File: config.mk
export PLATFORM = sky130hd
export DESIGN_NAME = bitweaving_horizontal_packer_top
export DESIGN_NICKNAME = d
export VERILOG_FILES = /design/src/design/bwhp_pkg.sv /design/src/design/bitweaving_horizontal_packer_top.sv /design/src/design/bwhp_ctrl.sv /design/src/design/bwhp_datapath.sv
export SDC_FILE = /design/constraint.sdc
export NUM_CORES = 2
export LEC_CHECK = 0
export ABC_AREA = 1
export BUFFER_PORTS_ARGS = -buffer_cell sky130_fd_sc_hd__buf_4
export CAP_MARGIN = 20
export CORE_MARGIN = 4
export CORE_UTILIZATION = 51
export DETAILED_ROUTE_END_ITERATION = 12
export MAX_ROUTING_LAYER = met4
export PLACE_DENSITY = 0.64
export SLEW_MARGIN = 30
export SYNTH_ARGS = -nofsm -noshare
export SYNTH_HDL_FRONTEND = slang
export SYNTH_SLANG_ARGS = --single-unit
File: constraint.sdc
create_clock -name clk -period 6.6 [get_ports clk]
set_clock_uncertainty 0.15 [all_clocks]
set_input_delay 0.99 -clock clk [delete_from_list [all_inputs] [get_ports clk]]
set_output_delay 0.99 -clock clk [all_outputs]
set_load 0.02 [all_outputs]
File: src/design/bwhp_pkg.sv
package bwhp_pkg;

	// Fixed geometry of a segment.
	localparam int WORD_BITS    = 64;
	localparam int MAX_ROWS_DEF = 32;

	// Field widths of the stream payloads.
	localparam int CODE_BITS      = 32;
	localparam int ROW_IDX_BITS   = 5;
	localparam int SEG_BITS       = 16;
	localparam int OUT_FIELD_BITS = WORD_BITS + ROW_IDX_BITS + SEG_BITS;
	localparam int OUT_TDATA_BITS = ((OUT_FIELD_BITS + 7) / 8) * 8;
	localparam int CODE_CNT_BITS  = 7;

	// Configuration port.
	localparam int CFG_INDEX_BITS = 8;
	localparam int CFG_DATA_BITS  = 16;
	localparam int WSEL_BITS      = 2;

	localparam logic [CFG_INDEX_BITS-1:0] CFG_WIDTH_SELECT  = 8'd0;
	localparam logic [CFG_INDEX_BITS-1:0] CFG_SEGMENT_LIMIT = 8'd1;

	localparam logic [WSEL_BITS-1:0] WSEL_8  = 2'd0;
	localparam logic [WSEL_BITS-1:0] WSEL_16 = 2'd1;

	localparam logic [SEG_BITS-1:0] SEG_LIMIT_RESET = 16'hFFFF;

	// Controller states.
	typedef enum logic {
		ST_IDLE,
		ST_FLUSH
	} state_t;

	// Commands from the controller to the datapath.
	typedef struct packed {
		logic accept;
		logic start_flush;
		logic flushing;
		logic emit;
		logic finish;
	} cmd_t;

	// Status from the datapath to the controller.
	typedef struct packed {
		logic flush_needed;
		logic out_room;
		logic last_row;
	} status_t;

endpackage

File: src/design/bitweaving_horizontal_packer_top.sv
// Horizontal bit-weaving packer.
// Input stream (s_*): one dictionary code per transaction in s_tdata; s_tlast
// marks the last code of a column. Configuration (cfg_*): index 0 selects the
// field width (8, 16 or 32 bits), index 1 sets the segment limit; cfg_ready is
// always high and writes belong in idle periods.
// Output stream (m_*): the row words of each finished segment, in row order,
// m_tlast on the final row of the segment.
// A code within the segment limit is merged into its row in the cycle it is
// accepted, so the block takes one code per cycle while no segment drains.
// A full segment, or a partial one closed by s_tlast, drains its W rows
// (W = field width) through the output register at one row per cycle, with
// s_tready low; a stall on m_tready holds the current word and pauses the
// drain. The first row word is loaded into the output register in the flush state.
// Reset clears the counters, the row valid bits and the configuration (width
// 8, limit 65535); the row store needs no clearing pass.
module bitweaving_horizontal_packer_top #(
	parameter int MAX_ROWS = bwhp_pkg::MAX_ROWS_DEF
) (
	input  logic                                 clk,
	input  logic                                 arst_n,
	input  logic                                 cfg_valid,
	output logic                                 cfg_ready,
	input  logic [bwhp_pkg::CFG_INDEX_BITS-1:0]  cfg_index,
	input  logic [bwhp_pkg::CFG_DATA_BITS-1:0]   cfg_data,
	input  logic                                 s_tvalid,
	output logic                                 s_tready,
	// [31:0] code_value
	input  logic [bwhp_pkg::CODE_BITS-1:0]       s_tdata,
	input  logic                                 s_tlast,
	output logic                                 m_tvalid,
	input  logic                                 m_tready,
	// [63:0] packed_word, [68:64] row_index, [84:69] segment_index, rest zero
	output logic [bwhp_pkg::OUT_TDATA_BITS-1:0]  m_tdata,
	output logic                                 m_tlast
);

	bwhp_pkg::cmd_t    cmd;
	bwhp_pkg::status_t status;

	bwhp_ctrl u_ctrl (
		.clk      (clk),
		.arst_n   (arst_n),
		.s_tvalid (s_tvalid),
		.s_tready (s_tready),
		.status   (status),
		.cmd      (cmd)
	);

	bwhp_datapath #(
		.MAX_ROWS (MAX_ROWS)
	) u_datapath (
		.clk           (clk),
		.arst_n        (arst_n),
		.cfg_valid     (cfg_valid),
		.cfg_ready     (cfg_ready),
		.cfg_index     (cfg_index),
		.cfg_data      (cfg_data),
		.code_value    (s_tdata),
		.end_of_column (s_tlast),
		.cmd           (cmd),
		.status        (status),
		.m_tvalid      (m_tvalid),
		.m_tready      (m_tready),
		.m_tdata       (m_tdata),
		.m_tlast       (m_tlast)
	);

endmodule

File: src/design/bwhp_ctrl.sv
module bwhp_ctrl (
	input  logic              clk,
	input  logic              arst_n,
	input  logic              s_tvalid,
	output logic              s_tready,
	input  bwhp_pkg::status_t status,
	output bwhp_pkg::cmd_t    cmd
);

	bwhp_pkg::state_t state_q;
	bwhp_pkg::state_t state_next;

	// State register.
	always_ff @(posedge clk or negedge arst_n) begin
		if (!arst_n) begin
			state_q <= bwhp_pkg::ST_IDLE;
		end else begin
			state_q <= state_next;
		end
	end

	// Next state and commands. Codes are taken only while no segment is draining.
	always_comb begin
		state_next      = state_q;
		s_tready        = 1'b0;
		cmd.accept      = 1'b0;
		cmd.start_flush = 1'b0;
		cmd.flushing    = 1'b0;
		cmd.emit        = 1'b0;
		cmd.finish      = 1'b0;
		unique case (state_q)
			bwhp_pkg::ST_IDLE: begin
				s_tready        = 1'b1;
				cmd.accept      = s_tvalid;
				cmd.start_flush = s_tvalid && status.flush_needed;
				if (cmd.start_flush) begin
					state_next = bwhp_pkg::ST_FLUSH;
				end
			end
			bwhp_pkg::ST_FLUSH: begin
				cmd.flushing = 1'b1;
				cmd.emit     = status.out_room;
				cmd.finish   = status.out_room && status.last_row;
				if (cmd.finish) begin
					state_next = bwhp_pkg::ST_IDLE;
				end
			end
			default: begin
				state_next = bwhp_pkg::ST_IDLE;
			end
		endcase
	end

endmodule

File: src/design/bwhp_datapath.sv
module bwhp_datapath #(
	parameter int MAX_ROWS = bwhp_pkg::MAX_ROWS_DEF
) (
	input  logic                                 clk,
	input  logic                                 arst_n,
	input  logic                                 cfg_valid,
	output logic                                 cfg_ready,
	input  logic [bwhp_pkg::CFG_INDEX_BITS-1:0]  cfg_index,
	input  logic [bwhp_pkg::CFG_DATA_BITS-1:0]   cfg_data,
	input  logic [bwhp_pkg::CODE_BITS-1:0]       code_value,
	input  logic                                 end_of_column,
	input  bwhp_pkg::cmd_t                       cmd,
	output bwhp_pkg::status_t                    status,
	output logic                                 m_tvalid,
	input  logic                                 m_tready,
	output logic [bwhp_pkg::OUT_TDATA_BITS-1:0]  m_tdata,
	output logic                                 m_tlast
);

	localparam int ROW_BITS = $clog2(MAX_ROWS);
	// Largest field width, as log2, that still fits the row store.
	localparam logic [2:0] MAX_LOG = (MAX_ROWS >= 32) ? 3'd5 : ((MAX_ROWS >= 16) ? 3'd4 : 3'd3);
	localparam int WB = bwhp_pkg::WORD_BITS;

	logic [bwhp_pkg::WSEL_BITS-1:0]     wsel_q;
	logic [bwhp_pkg::SEG_BITS-1:0]      limit_q;
	logic [bwhp_pkg::CODE_CNT_BITS-1:0] cnt_q;
	logic [bwhp_pkg::SEG_BITS-1:0]      seg_cnt_q;
	logic [bwhp_pkg::SEG_BITS-1:0]      flush_seg_q;
	logic [ROW_BITS-1:0]                rc_q;
	logic [WB-1:0]                      row_q [MAX_ROWS];
	logic [MAX_ROWS-1:0]                valid_q;

	logic [WB-1:0]                      out_word_q;
	logic [bwhp_pkg::ROW_IDX_BITS-1:0]  out_row_q;
	logic [bwhp_pkg::SEG_BITS-1:0]      out_seg_q;
	logic                               out_last_q;
	logic                               out_valid_q;

	logic [2:0]                         w_log;
	logic [ROW_BITS-1:0]                row_mask;
	logic [5:0]                         k;
	logic [ROW_BITS-1:0]                row_wr;
	logic [5:0]                         slot_shift;
	logic [WB-1:0]                      aligned;
	logic [WB-1:0]                      placed_word;
	logic [ROW_BITS-1:0]                rd_addr;
	logic [WB-1:0]                      rd_word;
	logic                               placed;
	logic [bwhp_pkg::CODE_CNT_BITS-1:0] cnt_next;
	logic                               full;
	logic                               clear_now;

	assign cfg_ready = 1'b1;

	// Configuration registers.
	always_ff @(posedge clk or negedge arst_n) begin
		if (!arst_n) begin
			wsel_q  <= bwhp_pkg::WSEL_8;
			limit_q <= bwhp_pkg::SEG_LIMIT_RESET;
		end else if (cfg_valid) begin
			unique case (cfg_index)
				bwhp_pkg::CFG_WIDTH_SELECT:  wsel_q  <= cfg_data[bwhp_pkg::WSEL_BITS-1:0];
				bwhp_pkg::CFG_SEGMENT_LIMIT: limit_q <= cfg_data;
				default: begin
				end
			endcase
		end
	end

	// Field width as log2, capped at MAX_LOG; both unused select codes act as 32 bits.
	always_comb begin
		unique case (wsel_q)
			bwhp_pkg::WSEL_8:  w_log = 3'd3;
			bwhp_pkg::WSEL_16: w_log = 3'd4;
			default:           w_log = 3'd5;
		endcase
		if (w_log > MAX_LOG) begin
			w_log = MAX_LOG;
		end
	end

	assign row_mask = ROW_BITS'((6'd1 << w_log) - 6'd1);

	// Placement: row is k mod W, the offset from the top is k rounded down to W.
	assign k          = cnt_q[5:0];
	assign row_wr     = k[ROW_BITS-1:0] & row_mask;
	assign slot_shift = k & ~(6'(row_mask));

	always_comb begin
		case (w_log)
			3'd3:    aligned = {code_value[7:0], 56'd0};
			3'd4:    aligned = {code_value[15:0], 48'd0};
			default: aligned = {code_value, 32'd0};
		endcase
	end

	assign placed_word = aligned >> slot_shift;

	// Single read port, shared by the merge on accept and the drain.
	assign rd_addr = cmd.flushing ? rc_q : row_wr;
	assign rd_word = valid_q[rd_addr] ? row_q[rd_addr] : '0;

	assign placed   = seg_cnt_q < limit_q;
	assign cnt_next = cnt_q + 1'b1;
	assign full     = placed && (cnt_next == bwhp_pkg::CODE_CNT_BITS'(WB));

	assign status.flush_needed = full || (end_of_column && (placed || (cnt_q != '0)));
	assign status.out_room     = !out_valid_q || m_tready;
	assign status.last_row     = (rc_q == row_mask);

	// Row store; entries without a valid bit read as zero.
	always_ff @(posedge clk) begin
		if (cmd.accept && placed) begin
			row_q[row_wr] <= rd_word | placed_word;
		end
	end

	assign clear_now = (cmd.accept && end_of_column && !status.flush_needed) || cmd.finish;

	always_ff @(posedge clk or negedge arst_n) begin
		if (!arst_n) begin
			valid_q <= '0;
		end else if (clear_now) begin
			valid_q <= '0;
		end else if (cmd.accept && placed) begin
			valid_q[row_wr] <= 1'b1;
		end
	end

	// Code and segment counters.
	always_ff @(posedge clk or negedge arst_n) begin
		if (!arst_n) begin
			cnt_q     <= '0;
			seg_cnt_q <= '0;
		end else if (cmd.accept) begin
			if (end_of_column) begin
				cnt_q     <= '0;
				seg_cnt_q <= '0;
			end else if (full) begin
				cnt_q     <= '0;
				seg_cnt_q <= seg_cnt_q + 1'b1;
			end else if (placed) begin
				cnt_q <= cnt_next;
			end
		end
	end

	// Drain bookkeeping.
	always_ff @(posedge clk or negedge arst_n) begin
		if (!arst_n) begin
			rc_q        <= '0;
			flush_seg_q <= '0;
		end else if (cmd.start_flush) begin
			rc_q        <= '0;
			flush_seg_q <= seg_cnt_q;
		end else if (cmd.emit) begin
			rc_q <= rc_q + 1'b1;
		end
	end

	// Output register; it holds a word while the receiver stalls.
	always_ff @(posedge clk or negedge arst_n) begin
		if (!arst_n) begin
			out_valid_q <= 1'b0;
		end else if (cmd.emit) begin
			out_valid_q <= 1'b1;
		end else if (m_tready) begin
			out_valid_q <= 1'b0;
		end
	end

	always_ff @(posedge clk) begin
		if (cmd.emit) begin
			out_word_q <= rd_word;
			out_row_q  <= bwhp_pkg::ROW_IDX_BITS'(rc_q);
			out_seg_q  <= flush_seg_q;
			out_last_q <= status.last_row;
		end
	end

	assign m_tvalid = out_valid_q;
	assign m_tlast  = out_last_q;
	assign m_tdata  = {{(bwhp_pkg::OUT_TDATA_BITS - bwhp_pkg::OUT_FIELD_BITS){1'b0}},
		out_seg_q, out_row_q, out_word_q};

endmodule

==> results.txt <==
status - finished, final reports clean
Slew HR - 22.6%
largest net degree at the start of global routing - 188
Mapped Avg Cell Area - 11.3 sq um
Antenna Violating Nets Remaining - 0
routed length per instance - 26.0 um
Worst Path Buf+Inv - 4
DR vias/cell - 6.04
Synth Warn # - 0
clock sink count - 2230
final worst slack - 1.21 ns
Final Hold Fails - 0
fin crit share - 81.6%
ratio of cells with drive above 1 in the final layout - 8.41%
Sw Share - 40.8%
DRT Wirelength - 280000 um
Netlist cell types - 37
first-pass GRT wire length - 406000 um
TritonCTS clock tree - built
Die Span X - 435 um
GPL Wtd Cong - 0.939
Max VDD drop - 0.000465 V
final setup fails - 0
Root Buffer - clkbuf_16
Placed Cells - 10400
Synth Flop Type - edfxtp_1
unrepaired setup endpoints after global routing - no
f_max - 186 MHz
residual DRC count - 0
nets@finish - 8292
HPWL Detailed - 139000 um
R2R Path Start - u_datapath.wsel_q[0]
post-cts resize count - 0
initial antenna violation count - 4
combinational share of power - 39.9%
multi-input logic area - 23400 sq um
kind of end point of the critical path - register
routed vias - 65100
flops & latches, synth - 2230
HP Class - in2async
drt first pass iters - 6
sequential power share - 39.2%
GRT Total Usage - 29.7%
Pint - 35.4 mW
Critical Path RT - 6.82 ns
worst-path fanout max - 40
Die Ht - 435 um
Final min period - 5.39 ns
Net Sw Power - 24.4 mW
Cell Area, Synth - 93000 sq um
non-filler cells, final - 10800
clock power share - 20.9%
vias in the first global route - 59800
Post-Place Setup Slack - 1.27 ns
cts hold-fix bufs - 0
initial core utilization - 51.4%
P&R area growth vs syn - 11.3%
Worst Max-Slew Pin Slew - 1.16 ns
worst skew pair latency - 0.88 ns
worst hold slack - 0.0391 ns
First DRT Iteration DRCs - 8811
num rows - 156
Critical Path AT - 5.61 ns
Reg area - 66500 sq um
synthesized instance count - 8242
Ports - 154
Synth async-reset ratio - 4.30%
LEAKAGE - 38.1 nW
CP top delay family - simple AND/OR/NAND/NOR gates
Crit Path Class - reg2reg
Slew Limit Fails - 0
pwr/cell area - 577 nW/um^2
CP peak stage delay - 0.75 ns
Longest Clk Path Bufs - 3
CP cell instances - nor2_1, ha_1, nor2_1, inv_1, o21ai_4, buf_4, inv_4, nand3_1, nand2_4, buf_12, nand3_1, nand2_1
Post-synth EDFFs - 2134
maxcap violations - 0
Max stage delay cell, worst path - nor2_1
setup bufs post-CTS - 0
Fillers - 14600
Clk pin slew, worst setup/hold paths - 0.07 ns
setup tns final - 0 ns
register area share after synthesis - 71.5%
htree depth - 4
overflow left after global routing - 0
CP startpoint kind - register
Die ar. - 189000 sq um
core area - 181000 sq um
CTS Buf Count - 222
CP Launch Point - u_datapath.wsel_q[0]
# port buffers - 149
cells in the final DEF, fill, tap and decap left out, drive strengths merged:
master / instances
nand3b: 4
diode: 4
nand2: 2743
o21a: 1
edfxtp: 2134
clkinv: 100
and2: 2
o21bai: 10
mux2i: 1
clkinvlp: 5
nand4: 52
or2: 27
xor2: 13
nand3: 2098
bufinv: 21
xnor2: 3
nor3: 11
dfstp: 16
ha: 25
conb: 4
nor4: 6
inv: 242
o211ai: 12
dfrtp: 80
a31o: 2
buf: 266
clkbuf: 279
o21ai: 78
nor2: 101
a21oi: 56
layer usage:
metal	vias to the layer above	global-route usage, %	wire length, um
met2	3592	45.6	131000
li1	28800	-	-
met5	-	-	0
met1	32000	40.2	111000
met4	0	11.7	11600
met3	598	4.84	27000
cells in the mapped netlist (all sizes together), types with 13 or more instances:
cell,n,share of area (%)
clkbuf,139,0.56
nor2,101,0.41
o21ai,78,0.44
nand2,2743,11
xor2,13,0.12
a21oi,56,0.30
dfrtp,80,2.2
edfxtp,2134,69
nand4,52,0.35
ha,25,0.34
or2,27,0.18
dfstp,16,0.45
inv,233,0.94
buf,390,2.1
nand3,2098,11
power groups by stage:
stage | combinational, mW | sequential [mW] | clock, mW
finish | 23.9 | 23.4 | 12.5
global route | 26.2 | 23.5 | 13.2
CTS | 23.6 | 23.5 | 12.6
detailed placement | 23.5 | 23.8 | 0
global placement | 23.1 | 23.8 | 0
floorplan | 15.1 | 23.7 | 0
flip-flops by register name, indices dropped and copies added, names as in the netlist:
| signal | cells |
|---|---|
| u_datapath.row_q | 2048 |
| u_datapath.valid_q | 32 |
| u_datapath.out_row_q | 5 |
| u_datapath.wsel_q | 2 |
| u_datapath.out_seg_q | 16 |
| u_datapath.seg_cnt_q | 16 |
| u_datapath.limit_q | 16 |
| u_datapath.flush_seg_q | 16 |
| u_datapath.out_word_q | 64 |
| u_datapath.rc_q | 5 |
| u_ctrl.state_q | 1 |
| u_datapath.m_tlast | 1 |
| u_datapath.cnt_q | 7 |
| u_datapath.m_tvalid | 1 |
worst register-to-register path, stage by stage (launching register included):
cell and delay, ns:
dfrtp_1 0.50, nor2_1 0.75, ha_1 0.46, nor2_1 0.28, inv_1 0.17, o21ai_4 0.14, buf_4 0.45, inv_4 0.37
nand3_1 0.24, nand2_4 0.30, buf_12 0.38, nand3_1 0.17, nand2_1 0.53
per-stage QoR:
step                      utilization [%]  instance area (sq um)  power, mW
after floorplan                         -                  93000       38.9
after global placement               53.1                  96200       46.8
after detailed placement             53.1                  96300       47.3
after CTS                            57.1                 103000       59.7
after global routing                 57.1                 104000       62.8
final                                57.1                 104000       59.7
layout make-up:
| cell class | count | share of cell area [%] |
|---|---|---|
| multi-input combinational | 5249 | 22.6 |
| tap | 2370 | 2.86 |
| sequential | 2230 | 64.2 |
| inverter | 236 | 1.02 |
| clock buffer | 279 | 5.68 |
| antenna | 4 | 0.00967 |
| timing repair buffer | 266 | 2.37 |
| clock inverter | 132 | 1.21 |
cells by family after synthesis:
family	count (synthesis)	synth area share, %
compound gates	159	0.941
flops	2230	71.5
other cells	2	0.00807
mux	1	0.0108
fa+ha+maj	25	0.336
buf+inv	765	3.62
xor+xnor	16	0.151
simple gates	5044	23.5
worst paths after layout:
path | endpoint | slack, ns | cells after the start
worst min-delay path | u_datapath.rc_q[1] | 0.04 | 1
max in group asynchronous | u_datapath.seg_cnt_q[13] | 5.17 | 2
worst max-delay path | u_datapath.row_q[14][25] | 1.21 | 12
worst min register to register | u_datapath.out_seg_q[13] | 0.30 | 0
min in group clk | u_datapath.limit_q[6] | 0.23 | 3
worst max register to register | u_datapath.row_q[14][25] | 1.21 | 12
Power figures use the tool's default switching activity.
